<file path="config.mk">
export PLATFORM = sky130hd
export DESIGN_NAME = lac_cfg
export DESIGN_NICKNAME = d
export VERILOG_FILES = /design/src/hdl/lac_pkg.sv /design/src/hdl/lac_cfg.sv
export SDC_FILE = /design/constraint.sdc
export NUM_CORES = 1
export LEC_CHECK = 0
export BUFFER_PORTS_ARGS = -buffer_cell sky130_fd_sc_hd__buf_2
export CORE_MARGIN = 4
export CORE_UTILIZATION = 50
export CTS_CLUSTER_SIZE = 24
export DETAILED_ROUTE_END_ITERATION = 16
export PLACE_DENSITY = 0.67
export SYNTH_ARGS = -nofsm -noshare
export SYNTH_HDL_FRONTEND = slang
export SYNTH_SLANG_ARGS = --single-unit
</file>
<file path="constraint.sdc">
create_clock -name clk -period 7.2 [get_ports clk]
set_input_delay 0 -clock clk [delete_from_list [all_inputs] [get_ports clk]]
set_output_delay 0 -clock clk [all_outputs]
set_load 0.03 [all_outputs]
</file>
<file path="src/hdl/lac_pkg.sv">
`timescale 1ns / 1ps
// ----------------------------------------------------------------------------
// lac_pkg
// Shared types and constants of the logic analyser capture engine.
// ----------------------------------------------------------------------------
package lac_pkg;

  localparam int MAX_DEPTH    = 1024;
  localparam int ADDR_W       = $clog2(MAX_DEPTH);
  localparam int CNT_W        = ADDR_W + 1;
  localparam int SAMPLE_WIDTH = 64;
  localparam int TIME_WIDTH   = 64;
  localparam int MEM_W        = SAMPLE_WIDTH + TIME_WIDTH;
  localparam int PCT_W        = 7;
  localparam int PROD_W       = CNT_W + PCT_W;

  // floor(x / 100) = (x * RECIP) >> RECIP_SHIFT, exact for every depth*percent (x <= 102400)
  localparam int PCT_FULL     = 100;
  localparam int RECIP_SHIFT  = 24;
  localparam int RECIP        = ((1 << RECIP_SHIFT) + PCT_FULL - 1) / PCT_FULL;
  localparam int RECIP_W      = 18;
  localparam int MUL_W        = PROD_W + RECIP_W;

  localparam int DEPTH_RESET  = 1024;
  localparam int PCT_RESET    = 50;

  // configuration register indexes
  localparam logic CFG_DEPTH   = 1'b0;
  localparam logic CFG_PERCENT = 1'b1;

  // phase codes as seen on the result channel
  localparam logic [1:0] PHASE_PREFILL  = 2'd0;
  localparam logic [1:0] PHASE_ARMED    = 2'd1;
  localparam logic [1:0] PHASE_POST     = 2'd2;
  localparam logic [1:0] PHASE_COMPLETE = 2'd3;

  typedef enum logic [1:0] {
    MODE_FRAME  = 2'd0,
    MODE_REARM  = 2'd1,
    MODE_ENABLE = 2'd2,
    MODE_READ   = 2'd3
  } mode_t;

  typedef struct packed {
    mode_t             mode;
    logic [63:0]       sample_data;
    logic [63:0]       sample_time;
    logic              trigger_hit;
    logic              enable_value;
    logic [9:0]        read_index;
  } in_item_t;

  typedef struct packed {
    logic [1:0]        phase;
    logic              just_completed;
    logic [10:0]       frames_held;
    logic [9:0]        trigger_position_actual;
    logic              read_valid;
    logic [63:0]       read_data;
    logic [63:0]       read_time;
    logic              read_is_trigger;
  } out_item_t;

  // settings handed from the configuration block to the capture control
  typedef struct packed {
    logic              clear;
    logic              clear_armed;
    logic [CNT_W-1:0]  depth;
    logic [ADDR_W-1:0] trig_idx;
  } cfg_info_t;

  // per-item status produced by the capture control
  typedef struct packed {
    logic [1:0]        phase;
    logic              just_completed;
    logic [10:0]       frames_held;
    logic [9:0]        trigger_position_actual;
    logic              read_valid;
    logic              read_is_trigger;
  } status_t;

  typedef struct packed {
    logic              we;
    logic              re;
    logic [ADDR_W-1:0] addr;
    logic [MEM_W-1:0]  wdata;
  } mem_req_t;

endpackage

</file>
<file path="src/hdl/lac_cfg.sv">
`timescale 1ns / 1ps
// ----------------------------------------------------------------------------
// lac_cfg
// Configuration registers and trigger index derivation.
// ----------------------------------------------------------------------------
module lac_cfg (
  input  logic                   clk,
  input  logic                   rst_n,
  input  logic                   cfg_we,
  input  logic                   cfg_index,
  input  logic [lac_pkg::CNT_W-1:0] cfg_wdata,
  output lac_pkg::cfg_info_t     info,
  output logic                   busy
);

  import lac_pkg::*;

  logic [CNT_W-1:0]  depth_r, depth_nxt;
  logic [PCT_W-1:0]  pct_r, pct_nxt;
  logic [CNT_W-1:0]  deff_r, deff_nxt;
  logic [PROD_W-1:0] prod_r, prod_nxt;
  logic [ADDR_W-1:0] ti_r, ti_nxt;
  logic              busy_r;
  logic [PCT_W-1:0]  peff;
  logic [MUL_W-1:0]  mul;
  logic [CNT_W-1:0]  quot;
  logic [CNT_W-1:0]  dmax;

  always_comb begin
    depth_nxt = depth_r;
    pct_nxt   = pct_r;
    if (cfg_we) begin
      if (cfg_index == CFG_DEPTH) begin
        depth_nxt = cfg_wdata;
      end else begin
        pct_nxt = cfg_wdata[PCT_W-1:0];
      end
    end
    // clamp depth and percent to their usable ranges
    if (depth_nxt < CNT_W'(2)) begin
      deff_nxt = CNT_W'(2);
    end else if (depth_nxt > CNT_W'(MAX_DEPTH)) begin
      deff_nxt = CNT_W'(MAX_DEPTH);
    end else begin
      deff_nxt = depth_nxt;
    end
    peff     = (pct_nxt > PCT_W'(PCT_FULL)) ? PCT_W'(PCT_FULL) : pct_nxt;
    prod_nxt = PROD_W'(deff_nxt) * PROD_W'(peff);
  end

  // one multiply per register stage: product above, reciprocal here
  assign mul  = MUL_W'(prod_r) * MUL_W'(RECIP);
  assign quot = CNT_W'(mul >> RECIP_SHIFT);
  assign dmax = deff_r - CNT_W'(1);

  always_comb begin
    ti_nxt = (quot < dmax) ? quot[ADDR_W-1:0] : dmax[ADDR_W-1:0];
  end

  always_ff @(posedge clk) begin
    if (!rst_n) begin
      depth_r <= CNT_W'(DEPTH_RESET);
      pct_r   <= PCT_W'(PCT_RESET);
      deff_r  <= CNT_W'(DEPTH_RESET);
      prod_r  <= PROD_W'(DEPTH_RESET * PCT_RESET);
      ti_r    <= ADDR_W'(DEPTH_RESET * PCT_RESET / PCT_FULL);
      busy_r  <= 1'b0;
    end else begin
      depth_r <= depth_nxt;
      pct_r   <= pct_nxt;
      deff_r  <= deff_nxt;
      prod_r  <= prod_nxt;
      ti_r    <= ti_nxt;
      // hold off items until the new index has settled
      busy_r  <= cfg_we;
    end
  end

  assign info.clear       = cfg_we;
  // trigger index is zero exactly when depth*percent < 100
  assign info.clear_armed = prod_nxt < PROD_W'(PCT_FULL);
  assign info.depth       = deff_r;
  assign info.trig_idx    = ti_r;
  assign busy             = busy_r;

endmodule

</file>
# After elaboration in Yosys (flattened, before gate mapping)
# Index checks and enable logic that the tools add are counted.
# classes
add_sub_neg	1
mul	2
n_lt_le_gt_ge	5
n_mux	8
# op_table
op	n
$mux W11	4
$mul A18 B18 Y35 const B	1
$mux W7	3
$lt A18 B7 Y1 const B	1
$mul A11 B7 Y18	1
$gt A11 B11 Y1 const B	1
$lt A11 B11 Y1	1
$lt A11 B2 Y1 const B	1
$sub A11 B1 Y11 const B	1
$mux W10	1
$gt A7 B7 Y1 const B	1
# totals
ff_bits	58

# Depth between registers and ports, before layout
# Gate-level depths: netlist of the first run.
# logic_depth
depth_word	7
mapped_depth	32
depth_no_buf	30

# Worst setup path before layout of the first run
# Ideal clock, no wire load.
# synth_timing
kind	register to register
start	register prod_r[16]
end	register ti_r[6]
setup_ps	70
arrival_time_ps	6551
t_required_ps	7130
setup_slack_ps	579
path_stages_with_launch	33
path_buffers	2
period_less_slack_ps	6621
cell_sequence	dfxtp_1 -> inv_1 -> ha_1 -> inv_1 -> fa_1 -> inv_1 -> fa_1 -> inv_1 -> fa_1 -> fa_1 -> inv_1 -> fa_1 -> inv_1 -> ha_1 -> nand4_1 -> o21bai_1 -> o211ai_1 -> o2111ai_2 -> a31oi_2 -> o21ai_0 -> xnor2_1 -> inv_1 -> ha_1 -> nand3_1 -> nand2_1 -> a21oi_1 -> o21ai_0 -> or3_1 -> o21ai_2 -> buf_6 -> buf_6 -> o21ai_1 -> a21oi_1
# synth_between
elab_chain_cells	3
# synth_lines
element	line_no	rtl
start, declared	lac_cfg.sv:21	logic [PROD_W-1:0] prod_r, prod_nxt;
start signal, assigned	lac_cfg.sv:65	prod_r <= PROD_W'(DEPTH_RESET * PCT_RESET);
start signal, assigned	lac_cfg.sv:72	prod_r <= prod_nxt;
$mul A18 B18 Y35 (*)	lac_cfg.sv:52	assign mul = MUL_W'(prod_r) * MUL_W'(RECIP);
$lt A11 B11 Y1	lac_cfg.sv:57	ti_nxt = (quot < dmax) ? quot[ADDR_W-1:0] : dmax[ADDR_W-1:0];
$mux W10 (*)	lac_cfg.sv:57	
end signal, assigned	lac_cfg.sv:66	ti_r <= ADDR_W'(DEPTH_RESET * PCT_RESET / PCT_FULL);
end signal, assigned	lac_cfg.sv:73	ti_r <= ti_nxt;
end, declared	lac_cfg.sv:22	logic [ADDR_W-1:0] ti_r, ti_nxt;
# Mark *: on every way between the ends. The rest lies on a longest branch, timed or not.
# A chain may end at the register's enable or synchronous reset.

# Worst setup path after layout of the first run
# layout_timing
start	register prod_r[9]
end	register ti_r[7]
# Same word-level chain as after synthesis.

==> results.md, run 1 <==
- Status: completed
- Slew headroom: 37.7%
- Most numerous cell on the critical path: fa_1
- 1st-iter DRT viols: 278
- Placed Instances: 1523
- Final cell count without fillers: 1554
- Vias per cell: 5.11
- Num Clock Sinks: 58
- Peak Freq: 144 MHz
- CTS tree: yes
- DR pass1 iterations: 5
- Total Wirelength: 24.9 mm
- CP max-delay cell: fa_1
- CP bufs+invs: 5
- Core box area: 21300 um2
- Crit share post-route: 96.7%
- Synth warnings: 0
- Fillers: 1807
- Full die area: 24400 um2
- Via Count: 7947
- Cells after Synth: 1200
- Remaining routing DRC violations: 0
- Least-Margin Pin Slew: 929 ps
- WL per Instance: 16.0 um
- Fraction of final layout cells sized beyond drive strength 1: 14.5%
- Critical path endpoint category: flop
- H-tree depth: 3
- Pleak: 0.00679 uW
- Max Slew Vio Count: 0
- HP Class: primary input to flop
- Critical-path maximum fanout: 5
- Number of synthesized flops with an enable pin: 0
- Post-synthesis sequential area ratio: 10.6%
- RePlAce Congestion: 0.931
- P per Cell Area: 421 nW/um2
- Initial antenna violation count: 0
- Max incr delay on CP: 530 ps
- Critical Path RT: 7430 ps
- Starting density of the core: 51.5%
- Synth unique cells: 62
- Clock Path Buffers: 2
- IO Count: 39
- Final setup fails: 0
- Synthesized net count: 1589
- CP top delay family: adder cells
- Vias in the first global route: 8384
- Routed Antenna Nets: 0
- Root Buffer: clkbuf_16
- Post-synth top flop: dfxtp_1
- Synth Area per Inst: 9.14 um2
- Min Tclk post-route: 6970 ps
- Max Cap Viol: 0
- Site Rows: 53
- #FFs+latches synth: 58
- Crit path arrival time: 7190 ps
- Fin nets: 1663
- Buffers on Ports: 38
- Clk_lat worst skew: 330 ps
- Endpoints failing hold: 0
- Detailed Place HPWL: 21.4 mm
- Total GRT Usage: 20.9%
- Largest net degree at the start of global routing: 28
- Place WS: -89.3 ps
- Startpoint class of the critical path: flop
- GRT Residual Overflow: 0
- Die Ht: 156 um
- Peak supply drop: 0.373 mV
- Clock Pin Slew Worst Setup and Hold Paths: 60 ps
- P&R area growth vs syn: 14.2%
- Post-Syn Area: 11000 um2
- Wire length of the first global-routing pass: 40.8 mm
- TritonCTS Buffers: 9
- Final worst slack: 235 ps
- WS Path Type: flop to flop
- Asr flop ratio synth: 0%
- Clk_skew: 9.41 ps
- Antenna cell count: 0
- Die span in x: 156 um
- Final Util: 58.8%
## cell usage after synthesis (all sizes together), types with 5 or more instances
| cell type | n | area [um2] |
|---|---|---|
| inv | 334 | 1250 |
| ha | 200 | 2500 |
| fa | 174 | 3480 |
| nor2 | 104 | 390 |
| dfxtp | 58 | 1160 |
| nand2 | 52 | 195 |
| a21oi | 30 | 150 |
| xnor2 | 28 | 245 |
| o21ai | 19 | 98.9 |
| mux2i | 17 | 170 |
| clkbuf | 16 | 60.1 |
| and2 | 14 | 87.6 |
| nand2b | 13 | 81.3 |
| nand3 | 13 | 65.1 |
| nor3 | 13 | 65.1 |
| or2 | 11 | 68.8 |
| xor2 | 10 | 87.6 |
| or3 | 9 | 61.3 |
| a21o | 7 | 52.6 |
| buf | 6 | 45.0 |
| mux2 | 6 | 67.6 |
| a211oi | 5 | 37.5 |
| nand4 | 5 | 31.3 |
| nor4 | 5 | 52.6 |
| o211ai | 5 | 37.5 |
| o21a | 5 | 37.5 |
| o31ai | 5 | 37.5 |
## power by group
part           internal [uW]  switching (uW)  total, uW
Combinational           1880            2480       4360
Sequential               374            32.2        406
Clock                    342             170        512
Total                   2590            2680       5280
## worst paths after layout
check | from | endpoint | slack [ps] | depth (start not counted)
worst max-delay path | prod_r[9]$_SDFF_PN0_ | ti_r[7]$_SDFF_PN0_ | 240 | 27
worst min-delay path | cfg_wdata[2] | pct_r[2]$_SDFF_PN0_ | 5 | 3
worst max register to register | prod_r[9]$_SDFF_PN0_ | ti_r[7]$_SDFF_PN0_ | 240 | 27
worst min register to register | pct_r[4]$_SDFF_PN1_ | pct_r[4]$_SDFF_PN1_ | 520 | 2
## cell type report
type | instances | area (um2) | area share (%)
Sequential cell | 58 | 1200 | 9.60
Clock buffer | 9 | 225 | 1.80
Tap cell | 275 | 344 | 2.75
Multi-Input combinational cell | 785 | 8750 | 69.9
Clock inverter | 7 | 125 | 0.999
Inverter | 335 | 1260 | 10.0
Timing Repair Buffer | 85 | 618 | 4.94
## what timing repair did
action,CTS,global route
cloned,1,1
pin swaps,10,42
setup endpoints to repair,9,11
buffers inserted,5,4
resized for setup,22,63
hold buffers,4,0
endpoints found under the hold margin,4,0
## cells by family after synthesis
group / Yosys count / share of synthesized area, %
buf+inv: 357 / 12.4
compound gates: 99 / 6.30
mux: 23 / 2.17
xor+xnor: 38 / 3.04
simple gates: 251 / 10.9
fa+ha+maj: 374 / 54.6
flops: 58 / 10.6
## flip-flops by register name, summed over array words and instances (netlist names)
| name | cells |
|---|---|
| depth_r | 11 |
| ti_r | 10 |
| prod_r | 18 |
| deff_r | 11 |
| pct_r | 7 |
| busy | 1 |
## per-stage QoR
| step | hold WS, ps | area (um2) | setup TNS (ps) | power, uW |
|---|---|---|---|---|
| finish | 5.33 | 12500 | 0 | 5280 |
| global route | 30.7 | 12500 | -451 | 5910 |
| CTS | 5.02 | 12200 | 0 | 4930 |
| detailed placement | 251 | 11600 | -241 | 4180 |
| global placement | 245 | 11600 | 0 | 4100 |
| floorplan | 122 | 11000 | 0 | 3150 |
## cell usage in the layout, fill, tap and decap left out, types with 8 or more instances in the layout
cell,netlist,routed
inv_1,334,324
ha_1,200,183
fa_1,174,174
nor2_1,104,104
nand2_1,52,49
dfxtp_1,58,42
buf_2,3,38
buf_4,1,36
a21oi_1,30,27
xnor2_1,28,26
mux2i_1,17,15
and2_1,14,14
ha_4,0,14
nand2b_1,13,12
nor3_1,13,12
nand3_1,13,12
o21ai_0,14,10
xor2_1,10,10
inv_2,0,10
clkbuf_16,0,10
dfxtp_2,0,8
dfxtp_4,0,8
## metal layers
layer,global-route usage (%),part of all wire (%),vias to the layer above
met2,36.1,50,166
li1,-,-,3866
met4,7.29,3.6,0
met5,0,0,-
met1,27.3,43,3869
met3,2.47,3.7,46
## worst reg2reg max path, cell delays in order, from the launching register on
cell and delay, ps:
dfxtp_2 340, buf_4 160, ha_1 340, inv_2 120, fa_1 450, fa_1 510
inv_1 50, fa_1 470, inv_1 50, fa_1 530, inv_1 50, fa_1 490
ha_1 320, nand3_2 90, nor3_2 200, nand2_2 110, o2111ai_4 300, a31oi_4 150
xnor2_2 220, ha_1 270, a21o_1 180, a21o_1 180, a21oi_2 130, o21ai_1 80
or3_4 340, o21ai_4 300, and2b_1 220, a211oi_1 190
Power figures use the tool's default switching activity.
==> run 2: changes to the inputs <==
--- a/config.mk
+++ b/config.mk
@@ -5,12 +5,13 @@
 export SDC_FILE = /design/constraint.sdc
 export NUM_CORES = 1
 export LEC_CHECK = 0
+export ABC_AREA = 1
 export BUFFER_PORTS_ARGS = -buffer_cell sky130_fd_sc_hd__buf_2
 export CORE_MARGIN = 4
 export CORE_UTILIZATION = 50
 export CTS_CLUSTER_SIZE = 24
 export DETAILED_ROUTE_END_ITERATION = 16
-export PLACE_DENSITY = 0.67
+export PLACE_DENSITY = 0.66
 export SYNTH_ARGS = -nofsm -noshare
 export SYNTH_HDL_FRONTEND = slang
 export SYNTH_SLANG_ARGS = --single-unit
==> run 2 against run 1 <==
  * Non-clock buffer count fell by 38
  * Flip-flop and latch count unchanged
  * Final cell count is 19% higher
  * Sequential share of layout area fell by 0.38 points
  * Core utilization decreased by 3.5 points
  * Worst hold slack gained 5.9 ps
  * Die area grew 6.1%
  * Design area is 0.60% higher
  * Register-to-register slack better by 340 ps
==> results.md, run 2 <==
- Critical-path maximum fanout: 20 (+15)
- Synthesized net count: 1883 (+19%)
- DR pass1 iterations: 6 (+1)
- Clk_skew: 5.87 ps (-3.54 ps)
- Initial antenna violation count: 0 (unchanged)
- IO Count: 39 (unchanged)
- Commonest non-fill, non-tap cell in the layout: inv_1
- Asr flop ratio synth: 0% (unchanged)
- Hold_sp: cfg_wdata[2]
- Total GRT Usage: 22.9% (+2.0 points)
- WHS Path Cells: 3 (unchanged)
- Postcts setup bufs: 0 (-5)
- Crit share post-route: 92.0% (-4.8 points)
- Antenna cell count: 0 (unchanged)
- Buffers on Ports: 38 (unchanged)
- Hold_ws: 11.2 ps (+5.92 ps)
- Post-synth top area share: 29.9% (-1.9 points)
- Crit path arrival time: 6820 ps (-370 ps)
- Core box area: 22800 um2 (+7.0%)
- HP Class: primary input to flop
- R2r setup slk: 580 ps (+340 ps)
- Site Rows: 55 (+3.8%)
- Final worst slack: 578 ps (+343 ps)
- Critical path endpoint category: flop
- Fraction of final layout cells sized beyond drive strength 1: 5.51% (-9.0 points)
- Post-synth top flop: dfxtp_1
- Clk_lat worst skew: 340 ps (about the same)
- Top cells by area, synth: fa_1 30%, ha_1 21%, inv_1 14%
- Critical Path RT: 7400 ps (-30 ps)
- TritonCTS Buffers: 9 (unchanged)
- Clock Path Buffers: 2 (unchanged)
- Starting density of the core: 51.2% (-0.29 points)
- Status: completed
- Max Cap Viol: 0 (unchanged)
- Post-synthesis sequential area ratio: 9.95% (-0.64 points)
- Post-synth top cells: 433 x inv_1, 234 x nand2_1, 200 x ha_1, 174 x fa_1, 149 x nor2_1
- #FFs+latches synth: 58 (unchanged)
- Fin nets: 1928 (+16%)
- CTS tree: yes
- Endpoints failing hold: 0 (unchanged)
- GRT Residual Overflow: 0 (unchanged)
- TNS Setup: 0 ps (unchanged)
- Final cell count without fillers: 1857 (+19%)
- Most numerous cell in the Yosys netlist: inv_1
- Root Buffer: clkbuf_16
- Place WS: 621 ps (+710 ps)
- Full die area: 25800 um2 (+6.1%)
- Min Tclk post-route: 6620 ps (-343 ps)
- Number of flip-flops in the largest register: 18 (unchanged)
- Synth warnings: 0 (unchanged)
- Placed Instances: 1837 (+21%)
- WL per Instance: 15.2 um (-5.0%)
- Detailed Place HPWL: 25.0 mm (+17%)
- Clock Pin Slew Worst Setup and Hold Paths: 60 ps (about the same)
- Peak Freq: 151 MHz (+5.2%)
- Least-Margin Pin Slew: 616 ps (-313 ps)
- Final setup fails: 0 (unchanged)
- Largest reg by FF count: prod_r
- Top Registers: prod_r x18, deff_r x11, depth_r x11
- Max Slew Vio Count: 0 (unchanged)
- Vias in the first global route: 9652 (+15%)
- Reg-to-reg startpoint: prod_r[12]$_SDFF_PN0_
- Post-Syn Area: 11700 um2 (+6.4%)
- Slew headroom: 58.9% (+21 points)
- Vias per cell: 4.86 (-4.9%)
- Die span in x: 161 um (+3.0%)
- 1st-iter DRT viols: 458 (+65%)
- Wire length of the first global-routing pass: 47.5 mm (+16%)
- Cells after Synth: 1494 (+25%)
- Largest net degree at the start of global routing: 36 (+29%)
- Num Clock Sinks: 58 (unchanged)
- Most frequent cells in the layout: 433 x inv_1, 234 x nand2_1, 200 x ha_1, 174 x fa_1, 149 x nor2_1
- RSZ-0062 raised after global routing: false
- Synth unique cells: 40 (-35%)
- Routed Antenna Nets: 0 (unchanged)
- Remaining routing DRC violations: 0 (unchanged)
- WS Path Type: flop to flop
- Hold-fix buffers, CTS: 4 (unchanged)
- Via Count: 9030 (+14%)
- RePlAce Congestion: 0.976 (+4.9%)
- Post-CTS sizing: 0 (-100%)
- Total Wirelength: 28.2 mm (+14%)
- Number of synthesized flops with an enable pin: 0 (unchanged)
- Synth area leader: fa_1
- CP Launch Point: prod_r[12]$_SDFF_PN0_
- Startpoint class of the critical path: flop
- H-tree depth: 3 (unchanged)
- Register-to-Register Path Depth: 27 (unchanged)
- P&R area growth vs syn: 7.94%
- Synth Area per Inst: 7.81 um2 (-15%)
- Die Ht: 161 um (+3.0%)
## run 2: cell count changes in the layout (fill, tap and decap cells not counted), sizes merged, moves of 21 or more
cell   previous run  this run
nor2            104       159
nand3            13        41
nand2            52       235
inv             336       444
buf              80        43
a21oi            30        51
## run 2: layout make-up
cell class              count  area [um2]
clock buffers              12         256
clock inverters             4        73.8
fillers                  2159       10200
inverters                 445        1670
multi-input cells         978        8770
flip-flops and latches     58        1160
well taps                 313         392
repair buffers             47         268
## run 2: kinds of logic (layout without fill, tap and decap cells)
| family | after synthesis | in the layout | share of synthesized area [%] |
|---|---|---|---|
| simple gates | 471 | 471 | 16.6 |
| flops | 58 | 58 | 9.95 |
| mux | 5 | 5 | 0.429 |
| buf+inv | 458 | 508 | 14.9 |
| compound gates | 103 | 103 | 5.02 |
| xor+xnor | 25 | 25 | 1.88 |
| fa+ha+maj | 374 | 374 | 51.3 |
## run 2: path summary, 6_finish.rpt
| path | end |
|---|---|
| hold / removal | depth_r[2]$_SDFF_PN0_ |
| hold reg to reg | pct_r[4]$_SDFF_PN1_ |
| setup / recovery | ti_r[9]$_SDFF_PN1_ |
| setup reg to reg | ti_r[9]$_SDFF_PN1_ |
## run 2: per-layer routing
metal / vias up / share of wire [%] / track usage (%)
li1: 4542 / - / -
met1: 4285 / 44 / 30.4
met2: 161 / 50 / 40.1
met3: 42 / 3.4 / 2.39
met4: 0 / 2.3 / 6.17
met5: - / 0 / 0
## run 2: worst max-delay path, stage by stage, from the launching register on
cell	delay (ps)
dfxtp_1	590
ha_1	350
inv_1	140
fa_1	430
fa_1	560
inv_1	60
fa_1	470
fa_1	540
inv_1	50
fa_1	530
inv_1	40
ha_1	320
nand2_1	70
inv_1	50
nand2_1	60
nand2_1	50
a21oi_1	270
nor2_1	90
nor3_1	210
nand3_1	100
nand2_1	130
inv_1	60
ha_1	300
nand4_1	120
nor3_1	150
nand2_1	400
nand3_1	230
nand3_1	90
## run 2: stage by stage
step	instance area, um2	util [%]
after floorplan	11700	-
after global placement	12200	53.7
after detailed placement	12200	53.7
after CTS	12600	55.3
after global routing	12600	55.3
final	12600	55.3
Power of run 2 is left out: the tool's default activity adds up to more than one toggle a clock period on the data nets, which glitch-free logic cannot reach.
