## config.mk

```make
export PLATFORM = sky130hd
export DESIGN_NAME = lac_ctrl
export DESIGN_NICKNAME = d
export VERILOG_FILES = /design/src/hdl/lac_pkg.sv /design/src/hdl/lac_ctrl.sv
export SDC_FILE = /design/constraint.sdc
export NUM_CORES = 1
export LEC_CHECK = 0
export ABC_CLOCK_PERIOD_IN_PS = 6400
export BUFFER_PORTS_ARGS = -buffer_cell sky130_fd_sc_hd__buf_2
export CAP_MARGIN = 20
export CELL_PAD_IN_SITES_DETAIL_PLACEMENT = 1
export CELL_PAD_IN_SITES_GLOBAL_PLACEMENT = 1
export CORE_ASPECT_RATIO = 0.7
export CORE_MARGIN = 2
export CORE_UTILIZATION = 33
export CTS_CLUSTER_DIAMETER = 120
export DETAILED_ROUTE_END_ITERATION = 6
export GPL_TIMING_DRIVEN = 0
export PLACE_DENSITY = 0.87
export SLEW_MARGIN = 20
export SYNTH_ARGS = -nofsm -noshare
export SYNTH_HDL_FRONTEND = slang
export SYNTH_SLANG_ARGS = --single-unit
```

## constraint.sdc

```tcl
create_clock -name clk -period 6.4 [get_ports clk]
set_input_delay 0.64 -clock clk [delete_from_list [all_inputs] [get_ports clk]]
set_output_delay 0.64 -clock clk [all_outputs]
set_load 0.03 [all_outputs]
```

## src/hdl/lac_pkg.sv

```systemverilog
`timescale 1ns / 1ps
// ----------------------------------------------------------------------------
// lac_pkg
// Shared types and constants of the logic analyser capture engine.
// ----------------------------------------------------------------------------
package lac_pkg;

  localparam int MAX_DEPTH    = 1024;
  localparam int ADDR_W       = $clog2(MAX_DEPTH);
  localparam int CNT_W        = ADDR_W + 1;
  localparam int SAMPLE_WIDTH = 64;
  localparam int TIME_WIDTH   = 64;
  localparam int MEM_W        = SAMPLE_WIDTH + TIME_WIDTH;
  localparam int PCT_W        = 7;
  localparam int PROD_W       = CNT_W + PCT_W;

  // floor(x / 100) = (x * RECIP) >> RECIP_SHIFT, exact for every depth*percent (x <= 102400)
  localparam int PCT_FULL     = 100;
  localparam int RECIP_SHIFT  = 24;
  localparam int RECIP        = ((1 << RECIP_SHIFT) + PCT_FULL - 1) / PCT_FULL;
  localparam int RECIP_W      = 18;
  localparam int MUL_W        = PROD_W + RECIP_W;

  localparam int DEPTH_RESET  = 1024;
  localparam int PCT_RESET    = 50;

  // configuration register indexes
  localparam logic CFG_DEPTH   = 1'b0;
  localparam logic CFG_PERCENT = 1'b1;

  // phase codes as seen on the result channel
  localparam logic [1:0] PHASE_PREFILL  = 2'd0;
  localparam logic [1:0] PHASE_ARMED    = 2'd1;
  localparam logic [1:0] PHASE_POST     = 2'd2;
  localparam logic [1:0] PHASE_COMPLETE = 2'd3;

  typedef enum logic [1:0] {
    MODE_FRAME  = 2'd0,
    MODE_REARM  = 2'd1,
    MODE_ENABLE = 2'd2,
    MODE_READ   = 2'd3
  } mode_t;

  typedef struct packed {
    mode_t             mode;
    logic [63:0]       sample_data;
    logic [63:0]       sample_time;
    logic              trigger_hit;
    logic              enable_value;
    logic [9:0]        read_index;
  } in_item_t;

  typedef struct packed {
    logic [1:0]        phase;
    logic              just_completed;
    logic [10:0]       frames_held;
    logic [9:0]        trigger_position_actual;
    logic              read_valid;
    logic [63:0]       read_data;
    logic [63:0]       read_time;
    logic              read_is_trigger;
  } out_item_t;

  // settings handed from the configuration block to the capture control
  typedef struct packed {
    logic              clear;
    logic              clear_armed;
    logic [CNT_W-1:0]  depth;
    logic [ADDR_W-1:0] trig_idx;
  } cfg_info_t;

  // per-item status produced by the capture control
  typedef struct packed {
    logic [1:0]        phase;
    logic              just_completed;
    logic [10:0]       frames_held;
    logic [9:0]        trigger_position_actual;
    logic              read_valid;
    logic              read_is_trigger;
  } status_t;

  typedef struct packed {
    logic              we;
    logic              re;
    logic [ADDR_W-1:0] addr;
    logic [MEM_W-1:0]  wdata;
  } mem_req_t;

endpackage

```

## src/hdl/lac_ctrl.sv

```systemverilog
`timescale 1ns / 1ps
// ----------------------------------------------------------------------------
// lac_ctrl
// Capture state machine: pointers, counts and window store requests.
// ----------------------------------------------------------------------------
module lac_ctrl (
  input  logic               clk,
  input  logic               rst_n,
  input  lac_pkg::cfg_info_t info,
  input  logic               acc,
  input  lac_pkg::in_item_t  item,
  output lac_pkg::mem_req_t  req,
  output lac_pkg::status_t   status
);

  import lac_pkg::*;

  typedef enum logic [3:0] {
    PH_PREFILL  = 4'b0001,
    PH_ARMED    = 4'b0010,
    PH_POST     = 4'b0100,
    PH_COMPLETE = 4'b1000
  } phase_t;

  phase_t            phase_r, phase_nxt;
  logic [ADDR_W-1:0] wp_r, wp_nxt;
  logic [CNT_W-1:0]  hc_r, hc_nxt;
  logic [CNT_W-1:0]  pcl_r, pcl_nxt;
  logic [ADDR_W-1:0] tfi_r, tfi_nxt;
  logic [ADDR_W-1:0] ws_r, ws_nxt;
  logic              ten_r, ten_nxt;

  logic              do_clear;
  logic              clear_armed;
  logic              done;
  logic              rv;
  logic              rtrig;
  logic [CNT_W-1:0]  hc1;
  logic [CNT_W-1:0]  ti_ext;
  logic [CNT_W-1:0]  pcl_dec;
  logic [1:0]        phase_code;

  assign hc1    = hc_r + CNT_W'(1);
  assign ti_ext = CNT_W'(info.trig_idx);

  always_comb begin
    phase_nxt   = phase_r;
    wp_nxt      = wp_r;
    hc_nxt      = hc_r;
    pcl_nxt     = pcl_r;
    tfi_nxt     = tfi_r;
    ws_nxt      = ws_r;
    ten_nxt     = ten_r;
    do_clear    = 1'b0;
    clear_armed = (info.trig_idx == '0);
    done        = 1'b0;
    rv          = 1'b0;
    rtrig       = 1'b0;
    pcl_dec     = (pcl_r != '0) ? pcl_r - CNT_W'(1) : '0;
    req.we      = 1'b0;
    req.re      = 1'b0;
    req.addr    = wp_r;
    req.wdata   = {item.sample_data[SAMPLE_WIDTH-1:0], item.sample_time[TIME_WIDTH-1:0]};

    if (info.clear) begin
      do_clear    = 1'b1;
      clear_armed = info.clear_armed;
    end else if (acc) begin
      case (item.mode)
        MODE_FRAME: begin
          case (phase_r)
            PH_COMPLETE: begin
              // drop frames once the window is full
            end
            PH_POST: begin
              req.we  = 1'b1;
              wp_nxt  = ADDR_W'(wp_r + 1'b1);
              hc_nxt  = hc1;
              pcl_nxt = pcl_dec;
              if (pcl_dec == '0) begin
                phase_nxt = PH_COMPLETE;
                done      = 1'b1;
              end
            end
            default: begin
              if (ten_r && item.trigger_hit) begin
                // freeze history as the head of the window
                ws_nxt  = ADDR_W'(wp_r - hc_r[ADDR_W-1:0]);
                tfi_nxt = hc_r[ADDR_W-1:0];
                req.we  = 1'b1;
                wp_nxt  = ADDR_W'(wp_r + 1'b1);
                hc_nxt  = hc1;
                pcl_nxt = info.depth - hc1;
                if (info.depth == hc1) begin
                  phase_nxt = PH_COMPLETE;
                  done      = 1'b1;
                end else begin
                  phase_nxt = PH_POST;
                end
              end else begin
                if (info.trig_idx != '0) begin
                  req.we = 1'b1;
                  wp_nxt = ADDR_W'(wp_r + 1'b1);
                  hc_nxt = (hc1 > ti_ext) ? ti_ext : hc1;
                end
                phase_nxt = (hc_nxt >= ti_ext) ? PH_ARMED : PH_PREFILL;
              end
            end
          endcase
        end
        MODE_REARM: begin
          if (phase_r == PH_COMPLETE) begin
            do_clear = 1'b1;
          end
        end
        MODE_ENABLE: begin
          ten_nxt = item.enable_value;
          if (!item.enable_value && phase_r == PH_POST) begin
            do_clear = 1'b1;
          end
        end
        MODE_READ: begin
          if ((phase_r == PH_POST || phase_r == PH_COMPLETE) &&
              CNT_W'(item.read_index) < hc_r) begin
            req.re   = 1'b1;
            req.addr = ADDR_W'(ws_r + item.read_index);
            rv       = 1'b1;
            rtrig    = (item.read_index == tfi_r);
          end
        end
        default: begin
        end
      endcase
    end

    if (do_clear) begin
      wp_nxt    = '0;
      hc_nxt    = '0;
      pcl_nxt   = '0;
      tfi_nxt   = '0;
      ws_nxt    = '0;
      phase_nxt = clear_armed ? PH_ARMED : PH_PREFILL;
    end
  end

  always_comb begin
    case (phase_nxt)
      PH_PREFILL:  phase_code = PHASE_PREFILL;
      PH_ARMED:    phase_code = PHASE_ARMED;
      PH_POST:     phase_code = PHASE_POST;
      PH_COMPLETE: phase_code = PHASE_COMPLETE;
      default:     phase_code = PHASE_PREFILL;
    endcase
  end

  assign status.phase                   = phase_code;
  assign status.just_completed          = done;
  assign status.frames_held             = hc_nxt;
  assign status.trigger_position_actual = tfi_nxt;
  assign status.read_valid              = rv;
  assign status.read_is_trigger         = rtrig;

  always_ff @(posedge clk) begin
    if (!rst_n) begin
      phase_r <= PH_PREFILL;
      wp_r    <= '0;
      hc_r    <= '0;
      pcl_r   <= '0;
      tfi_r   <= '0;
      ws_r    <= '0;
      ten_r   <= 1'b1;
    end else begin
      phase_r <= phase_nxt;
      wp_r    <= wp_nxt;
      hc_r    <= hc_nxt;
      pcl_r   <= pcl_nxt;
      tfi_r   <= tfi_nxt;
      ws_r    <= ws_nxt;
      ten_r   <= ten_nxt;
    end
  end

endmodule

```

# Word-level counts from Yosys, hierarchy flattened

Cells that the tools add are included.

Register bits: 57
Word-level logic and storage cells: 113
Input bits: 168
Output and inout port bits: 166

Bitwise operators: 4
Eq/ne operators: 10
Add/sub/neg operators: 6
Magnitude comparators: 3
Reduce and logical (&&, ||, !) cells: 18
Mux-type cells: 65

Operators by type and width:

| operator                                             | count |
|---|---|
| two-way mux 11 bit                                   | 16 |
| two-way mux 10 bit                                   | 8 |
| one-hot mux 11 bit (2 select lines)                  | 2 |
| two-way mux 4 bit                                    | 7 |
| two-way mux 12 bit                                   | 2 |
| two-way mux 1 bit                                    | 22 |
| one-hot mux 10 bit (2 select lines)                  | 1 |
| AND reduction 5 bit                                  | 3 |
| adder 11 x 1 -> 11 bit (second input constant)       | 1 |
| equality test 11 bit                                 | 1 |
| greater-or-equal comparator 11 x 10 -> 1 bit         | 1 |
| greater-than comparator 11 x 10 -> 1 bit             | 1 |
| zero test 11 bit                                     | 1 |
| < comparator 10 x 11 -> 1 bit                        | 1 |
| nonzero test 11 bit                                  | 1 |
| subtractor 11 x 1 -> 11 bit (second input constant)  | 1 |
| subtractor 11 bit                                    | 1 |
| adder 10 x 1 -> 10 bit (second input constant)       | 1 |
| adder 10 bit                                         | 1 |
| equality test 10 bit                                 | 1 |
| zero test 10 bit                                     | 1 |
| nonzero test 10 bit                                  | 1 |
| subtractor 10 bit                                    | 1 |
| equality test 4 x 3 -> 1 bit (second input constant) | 2 |
| other kinds (17)                                     | 28 |

# Logic depth before layout (Yosys ltp)

Gate-level depths: netlist of the first run.

Depth in word-level cells: 19
Depth in mapped cells: 22
Depth with buffers taken out: 22

# Worst setup path before layout of the first run

Ideal clock, no wire load.

Path kind: register -> output
Start point: register hc_r[0]
End point: output port status[24] (netlist bit)
Path buffers: 0
Path slack: 1.229 ns
Data required time: 5.760 ns
Cell stages (with the launch flop): 21
Arrival time: 4.531 ns
Cell sequence: dfxtp_1 > ha_1 > nand2_1 > nor2_1 > nand4_1 > xnor2_1 > ha_1 > a21o_1 > a211o_1 > o31ai_2 > a21oi_1 > or3_1 > ha_1 > a21o_1 > a31oi_1 > o21ai_0 > a41oi_1 > nor3_1 > o21ai_0 > mux2i_1 > a22o_1

RTL lines:

| item                     | line            | RTL |
|---|---|---|
| start: declaration       | lac_ctrl.sv:27  | `logic [CNT_W-1:0] hc_r, hc_nxt;` |
| start signal: assignment | lac_ctrl.sv:175 | `hc_r <= hc_nxt;` |
| end: declaration         | lac_ctrl.sv:13  | `output lac_pkg::status_t status` |

==> results.sh, run 1 <==
export IMPL_p_seq_frac=0.292
export IMPL_cts_buffer_depth=2
export IMPL_coreArea_um2=19700
export IMPL_rrSetupSlack_ns=1.41
export IMPL_max_slew_worst_pin_slew_ns=1.06
export IMPL_ctsRootBufferMaster="clkbuf_16"
export IMPL_p_leak_nw=4.18
export IMPL_utilization=0.427
export IMPL_area_growth_pct=27.5
export IMPL_finalCritPeriodShare=0.968
export IMPL_h_tree_depth=3
export IMPL_p_clk_frac=0.421
export IMPL_cts_tree="yes"
export IMPL_grt_max_degree=12
export IMPL_vias=7018
export IMPL_hold_class="reg2reg"
export IMPL_n_fill_cell=2515
export IMPL_antenna_found_initial=0
export IMPL_grt_ovfl_total=0
export IMPL_setup_violations=0
export IMPL_max_freq_mhz=161
export IMPL_initial_core_util=0.335
export IMPL_hold_viol=0
export IMPL_yosys_warnings=0
export IMPL_dr_pass1_iters=5
export IMPL_yosys_area_share_simple=0.193
export IMPL_r2r_end="phase_r[0]$_SDFF_PN1_"
export IMPL_synth_cells=862
export IMPL_p_int_mw=0.829
export IMPL_ant_nets=0
export IMPL_arrival_ns=5.55
export IMPL_die_h_um=122
export IMPL_ys_async_sr_fraction=0
export IMPL_viasPerCell=5.17
export IMPL_hp_start="ws_r[7]$_SDFFE_PP0P_"
export IMPL_grt_pass1_vias=6958
export IMPL_synthMuxAreaShare=0.0411
export IMPL_synth_compound_area_frac=0.187
export IMPL_synth_fp_nets=1097
export IMPL_post_place_cells=1336
export IMPL_fin_ws_ns=0.207
export IMPL_end_kind="output pin"
export IMPL_port_buffers=204
export IMPL_ys_types=71
export IMPL_p_per_area_nw_per_um2=147
export IMPL_grt_pass1_wl_um=38500
export IMPL_hold_worst_slack_ns=0.468
export IMPL_syn_area_um2=6610
export IMPL_synth_flop_cell="dfxtp_1"
export IMPL_ys_ff_latch=57
export IMPL_rows=43
export IMPL_drive_gt1_frac=0.367
export IMPL_pwr_share_comb=0.287
export IMPL_pin_count=334
export IMPL_place_ws_ns=-0.419
export IMPL_r2r_start="hc_r[1]$_SDFF_PN0_"
export IMPL_layoutNonFillerInstCount=1357
export IMPL_die_area_um2=21200
export IMPL_ir_worst_vdd_uv=114
export IMPL_min_to="ws_r[7]$_SDFFE_PP0P_"
export IMPL_power_switching_mw=0.409
export IMPL_synthXorXnorAreaFrac=0.0756
export IMPL_drt_total_wl_um=25100
export IMPL_path_clk_slew_ns=0.05
export IMPL_cap_violations=0
export IMPL_crit_type="reg2out"
export IMPL_final_nets=1317
export IMPL_drv_slew=0
export IMPL_cts_buffers=9
export IMPL_drt_iter0_markers=530
export IMPL_grt_util_all_layers=0.230
export IMPL_reg2reg_depth=20
export IMPL_avgSynthCellArea_um2=7.67
export IMPL_layout_min_cycle_time_ns=6.19
export IMPL_synth_edf_count=0
export IMPL_drc=0
export IMPL_clkSinkCount=57
export IMPL_hpwl_um=20300
export IMPL_swShare=0.330
export IMPL_gp_congestion=0.963
export IMPL_ys_seq_area_frac=0.173
export IMPL_status="finished, final reports clean"
export IMPL_wire_per_inst_um=18.5
export IMPL_required_ns=5.76
export IMPL_worstSetupStartpointType="register"
export IMPL_power_mw=1.24
export IMPL_cp_max_fo=7
export IMPL_fin_skew_ns=0.0104
export IMPL_clk_latency_ns=0.35
export IMPL_antenna_cells=0
export IMPL_min_path_cells=2
export IMPL_die_x_um=173
export IMPL_ctsHoldBuffers=0
export IMPL_synth_top_family_by_area="buffers and inverters"
export IMPL_slew_headroom=0.292
export IMPL_synth_fa_ha_area_frac=0.130
-- cell usage after synthesis, types with 4 or more instances --
master	number	area [µm²]
o221ai_1	7	61.3
xor2_1	25	219
buf_4	133	998
a21boi_0	4	30.0
nor2_1	88	330
mux2i_1	17	170
dfxtp_1	57	1140
xnor2_1	27	236
and3_1	13	81.3
buf_2	7	35.0
a21oi_1	41	205
mux2_2	9	101
a22oi_1	7	52.6
nand2b_1	7	43.8
ha_1	64	801
o22ai_1	4	25.0
a211oi_1	8	60.1
o21a_1	5	37.5
a21o_1	19	143
nand2_1	49	184
buf_1	5	18.8
nor3_1	20	100
and2_1	8	50.1
o21ai_0	35	175
nand3_1	24	120
or3_1	6	37.5
nand4_1	15	93.8
a31oi_1	7	43.8
clkbuf_1	20	75.1
a221o_1	4	40.0
nor2b_1	9	56.3
nor3b_1	4	30.0
inv_1	52	195
-- what timing repair did --
item,CTS,global route
buffers inserted,2,3
endpoints found under the setup margin,1,1
resized for setup,6,11
pin swaps,1,5
-- worst max-delay path, stage by stage (launching register included) --
cell and delay [ns]:
dfxtp_2 0.45, ha_4 0.21, nand2_1 0.11, nor2_1 0.20, nand4_1 0.24, xnor2_4 0.36, ha_1 0.32, a21o_1 0.17
a211o_1 0.34, o31a_1 0.36, o21ai_0 0.31, o211ai_1 0.15, ha_1 0.35, a21o_1 0.18, a221o_1 0.36, a41oi_4 0.28
nor3_2 0.08, o21ai_0 0.21, mux2i_1 0.10, a22o_1 0.21, buf_2 0.18
-- layout make-up --
class	instances	area [µm²]	area share
timing repair buffer	209	1060	0.126
sequential	57	1150	0.136
clock buffer	12	267	0.0316
buffer	165	1130	0.134
inverter	53	199	0.0236
clock inverter	4	50.0	0.00594
multi-input combinational	587	4240	0.503
tap	270	338	0.0401
-- flip-flops by register name, indices dropped and copies added (netlist names) --
signal	flops
hc_r	11
pcl_r	11
tfi_r	10
wp_r	10
ws_r	10
phase_r	4
ten_r	1
-- power by group through the flow --
stage / clock network (mW) / logic [mW] / registers [mW]
floorplan: 0 / 0.253 / 0.367
global placement: 0 / 0.340 / 0.368
detailed placement: 0 / 0.350 / 0.368
CTS: 0.522 / 0.352 / 0.361
global route: 0.541 / 0.382 / 0.361
finish: 0.521 / 0.356 / 0.361
-- per-layer routing --
metal	vias to the layer above	share of wire	global-route usage	wire length (µm)
met3	34	0.083	0.0558	2070
met1	3379	0.46	0.323	11500
met4	0	0.016	0.0535	397
met2	274	0.44	0.356	11100
met5	-	0	0	0
li1	3331	-	-	-
-- cells by family after synthesis --
kind of cell / Yosys count
adder cells (fa/ha/maj): 67
flip-flops: 57
buffers and inverters: 218
multiplexers: 26
AND/OR/NAND/NOR: 262
XOR/XNOR: 54
AO/OA/AOI/OAI: 178
-- worst max path at each step --
stage,start,endpoint,slack [ns],depth (start not counted)
floorplan,hc_r[0]$_SDFF_PN0_,status[24],1.23,20
global placement,hc_r[0]$_SDFF_PN0_,status[24],-0.25,21
detailed placement,hc_r[0]$_SDFF_PN0_,status[24],-0.42,22
CTS,hc_r[1]$_SDFF_PN0_,status[24],0.003,21
global route,hc_r[1]$_SDFF_PN0_,status[24],-0.04,20
finish,hc_r[1]$_SDFF_PN0_,status[24],0.21,20
-- cell usage in the layout, fill, tap and decap left out, types with 4 or more instances in the layout --
cell type / Yosys / final
buf_2: 7 / 211
buf_4: 133 / 138
nor2_1: 88 / 88
ha_1: 64 / 63
dfxtp_1: 57 / 55
inv_1: 52 / 52
nand2_1: 49 / 49
a21oi_1: 41 / 41
o21ai_0: 35 / 34
xor2_1: 25 / 25
xnor2_1: 27 / 25
nand3_1: 24 / 24
clkbuf_1: 20 / 20
a21o_1: 19 / 19
nor3_1: 20 / 18
mux2i_1: 17 / 17
nand4_1: 15 / 15
and3_1: 13 / 13
nor2b_1: 9 / 9
mux2_2: 9 / 9
clkbuf_16: 0 / 9
and2_1: 8 / 8
a211oi_1: 8 / 8
nand2b_1: 7 / 7
a31oi_1: 7 / 7
o221ai_1: 7 / 7
or3_1: 6 / 6
o21a_1: 5 / 5
a22oi_1: 7 / 5
buf_1: 5 / 5
a21boi_0: 4 / 4
a221o_1: 4 / 4
o22ai_1: 4 / 4
nor3b_1: 4 / 4
-- metrics by stage --
stage | instance area (µm²) | TNS, ns
final | 8430 | 0
after global routing | 8430 | -0.0417
after CTS | 8330 | 0
after detailed placement | 7970 | -0.419
after global placement | 7970 | -0.248
after floorplan | 6610 | 0
No activity file was read; power rests on OpenSTA's default activity.
==> run 2: changes to the inputs <==
--- a/config.mk
+++ b/config.mk
@@ -17,6 +17,8 @@
 export DETAILED_ROUTE_END_ITERATION = 6
 export GPL_TIMING_DRIVEN = 0
 export PLACE_DENSITY = 0.87
+export RECOVER_POWER = 100
+export REMOVE_ABC_BUFFERS = 1
 export SLEW_MARGIN = 20
 export SYNTH_ARGS = -nofsm -noshare
 export SYNTH_HDL_FRONTEND = slang
==> run 2 against run 1 <==
The flow now finishes with violations (max-capacitance violations, max-slew violations); via count is 9.3% lower; global-route usage is 14 points higher; clock power is 12% higher; critical path depth is 1 higher; first-iteration DRC count is 5.7% lower; clock skew is 0.0048 ns lower; non-clock buffer count is 292 lower; design area is 22% lower; combinational power is 54% lower; largest power group unchanged.
==> results.sh, run 2 (synthesis results as in run 1) <==
export IMPL_status="finished with violations"
export IMPL_violations="max-capacitance violations, max-slew violations"
export IMPL_max_freq_mhz=161
export IMPL_cp_max_fo=11
export IMPL_required_ns=5.76
export IMPL_viasPerCell=5.97
export IMPL_wire_per_inst_um=37.5
export IMPL_hpwl_um=34300
export IMPL_ant_nets=0
export IMPL_ir_worst_vdd_uv=116
export IMPL_layout_common_cells="nor2_1, ha_1, dfxtp_1"
export IMPL_place_area_um2=6270
export IMPL_rows=43
export IMPL_reg_top3="hc_r: 11 flops, pcl_r: 11 flops"
export IMPL_vias=6363
export IMPL_clk_latency_ns=0.35
export IMPL_die_area_um2=21200
export IMPL_port_buffers=77
export IMPL_dr_wl_met2_um=14700
export IMPL_grt_ovfl_total=0
export IMPL_slew_headroom=-0.633
export IMPL_drt_total_wl_um=39900
export IMPL_grt_pass1_vias=6222
export IMPL_area_growth_pct=-0.473
export IMPL_max_slew_worst_pin_slew_ns=2.42
export IMPL_post_place_cells=1046
export IMPL_finalCritPeriodShare=0.969
export IMPL_dr_pass1_iters=5
export IMPL_hold_viol=0
export IMPL_met1_length_um=13100
export IMPL_n_fill_cell=2456
export IMPL_drt_iter0_markers=500
export IMPL_end_kind="output pin"
export IMPL_final_common_cell="nor2_1"
export IMPL_antenna_found_initial=0
export IMPL_crit_type="reg2out"
export IMPL_antenna_cells=0
export IMPL_worstSetupStartpointType="register"
export IMPL_cap_violations=4
export IMPL_layout_min_cycle_time_ns=6.20
export IMPL_path_clk_slew_ns=0.06
export IMPL_top_layer_used="met5"
export IMPL_cts_tree="yes"
export IMPL_p_leak_nw=2.84
export IMPL_final_nets=1025
export IMPL_coreArea_um2=19700
export IMPL_h_tree_depth=3
export IMPL_die_x_um=173
export IMPL_fin_area_um2=6580
export IMPL_power_mw=1.11
export IMPL_drv_slew=73
export IMPL_pin_count=334
export IMPL_setup_violations=0
export IMPL_drc=0
export IMPL_die_h_um=122
export IMPL_gp_congestion=0.975
export IMPL_wl_met3_um=10000
export IMPL_cts_buffers=9
export IMPL_ctsRootBufferMaster="clkbuf_16"
export IMPL_initial_core_util=0.335
export IMPL_grt_max_degree=37
export IMPL_clkSinkCount=57
export IMPL_grt_util_all_layers=0.374
export IMPL_ctsHoldBuffers=0
export IMPL_hold_class="reg2reg"
export IMPL_utilization=0.333
export IMPL_arrival_ns=5.56
export IMPL_drive_gt1_frac=0.119
export IMPL_fin_skew_ns=0.00557
export IMPL_p_per_area_nw_per_um2=169
export IMPL_cts_buffer_depth=2
export IMPL_grt_pass1_wl_um=53500
export IMPL_layoutNonFillerInstCount=1065
## run 2: path summary, 6_finish.rpt
kind,from,endpoint,slack [ns],depth (start not counted)
max,hc_r[0]$_SDFF_PN0_,status[24],0.20,21
min,ws_r[7]$_SDFFE_PP0P_,ws_r[7]$_SDFFE_PP0P_,0.48,2
max reg2reg,hc_r[0]$_SDFF_PN0_,phase_r[1]$_SDFF_PN0_,1.41,19
min reg2reg,ws_r[7]$_SDFFE_PP0P_,ws_r[7]$_SDFFE_PP0P_,0.48,2
## run 2: layout make-up
class	count	area (µm²)	share of cell area
Clock buffer	10	239	0.0363
Clock inverter	6	105	0.0160
Inverter	53	199	0.0303
Multi-Input combinational cell	587	4160	0.633
Sequential cell	57	1140	0.174
Tap cell	270	338	0.0514
Timing Repair Buffer	82	387	0.0588
## run 2: metrics by stage
step                 TNS, ns  setup WS [ns]  hold slack [ns]
floorplan                  0           1.08            0.436
global placement     -0.0722        -0.0722            0.447
detailed placement    -0.184         -0.184            0.474
CTS                        0         0.0633            0.481
global route        -0.00961       -0.00961            0.499
finish                     0          0.199            0.483
## run 2: repair_timing
action                     CTS  global route
resized for setup            3            10
buffers inserted             2             1
setup endpoints to repair    1             1
pin swaps                    1             1
## run 2: report_power, final
part	switching (mW)	internal, mW	leakage, nW
Combinational	0.102	0.0604	2.21
Sequential	0.00408	0.357	0.461
Clock	0.195	0.389	0.172
Total	0.302	0.807	2.84
## run 2: critical path, cell delays in order (launching register included)
cell,delay (ns)
dfxtp_2,0.46
ha_2,0.27
nand2_1,0.12
nor2_1,0.20
nand4_1,0.20
xnor2_2,0.31
ha_1,0.31
a21o_1,0.18
a211o_1,0.34
o31ai_4,0.30
a21oi_1,0.16
or3_1,0.43
ha_1,0.32
a21o_1,0.19
a31oi_1,0.17
o21ai_1,0.17
a41oi_2,0.31
nor3_1,0.10
o21ai_0,0.20
mux2i_1,0.09
a22o_1,0.20
buf_2,0.18
## run 2: per-layer routing
layer,GRT usage,up-vias
li1,-,2739
met1,0.351,3033
met2,0.498,501
met3,0.423,80
met4,0.140,10
met5,0.183,-
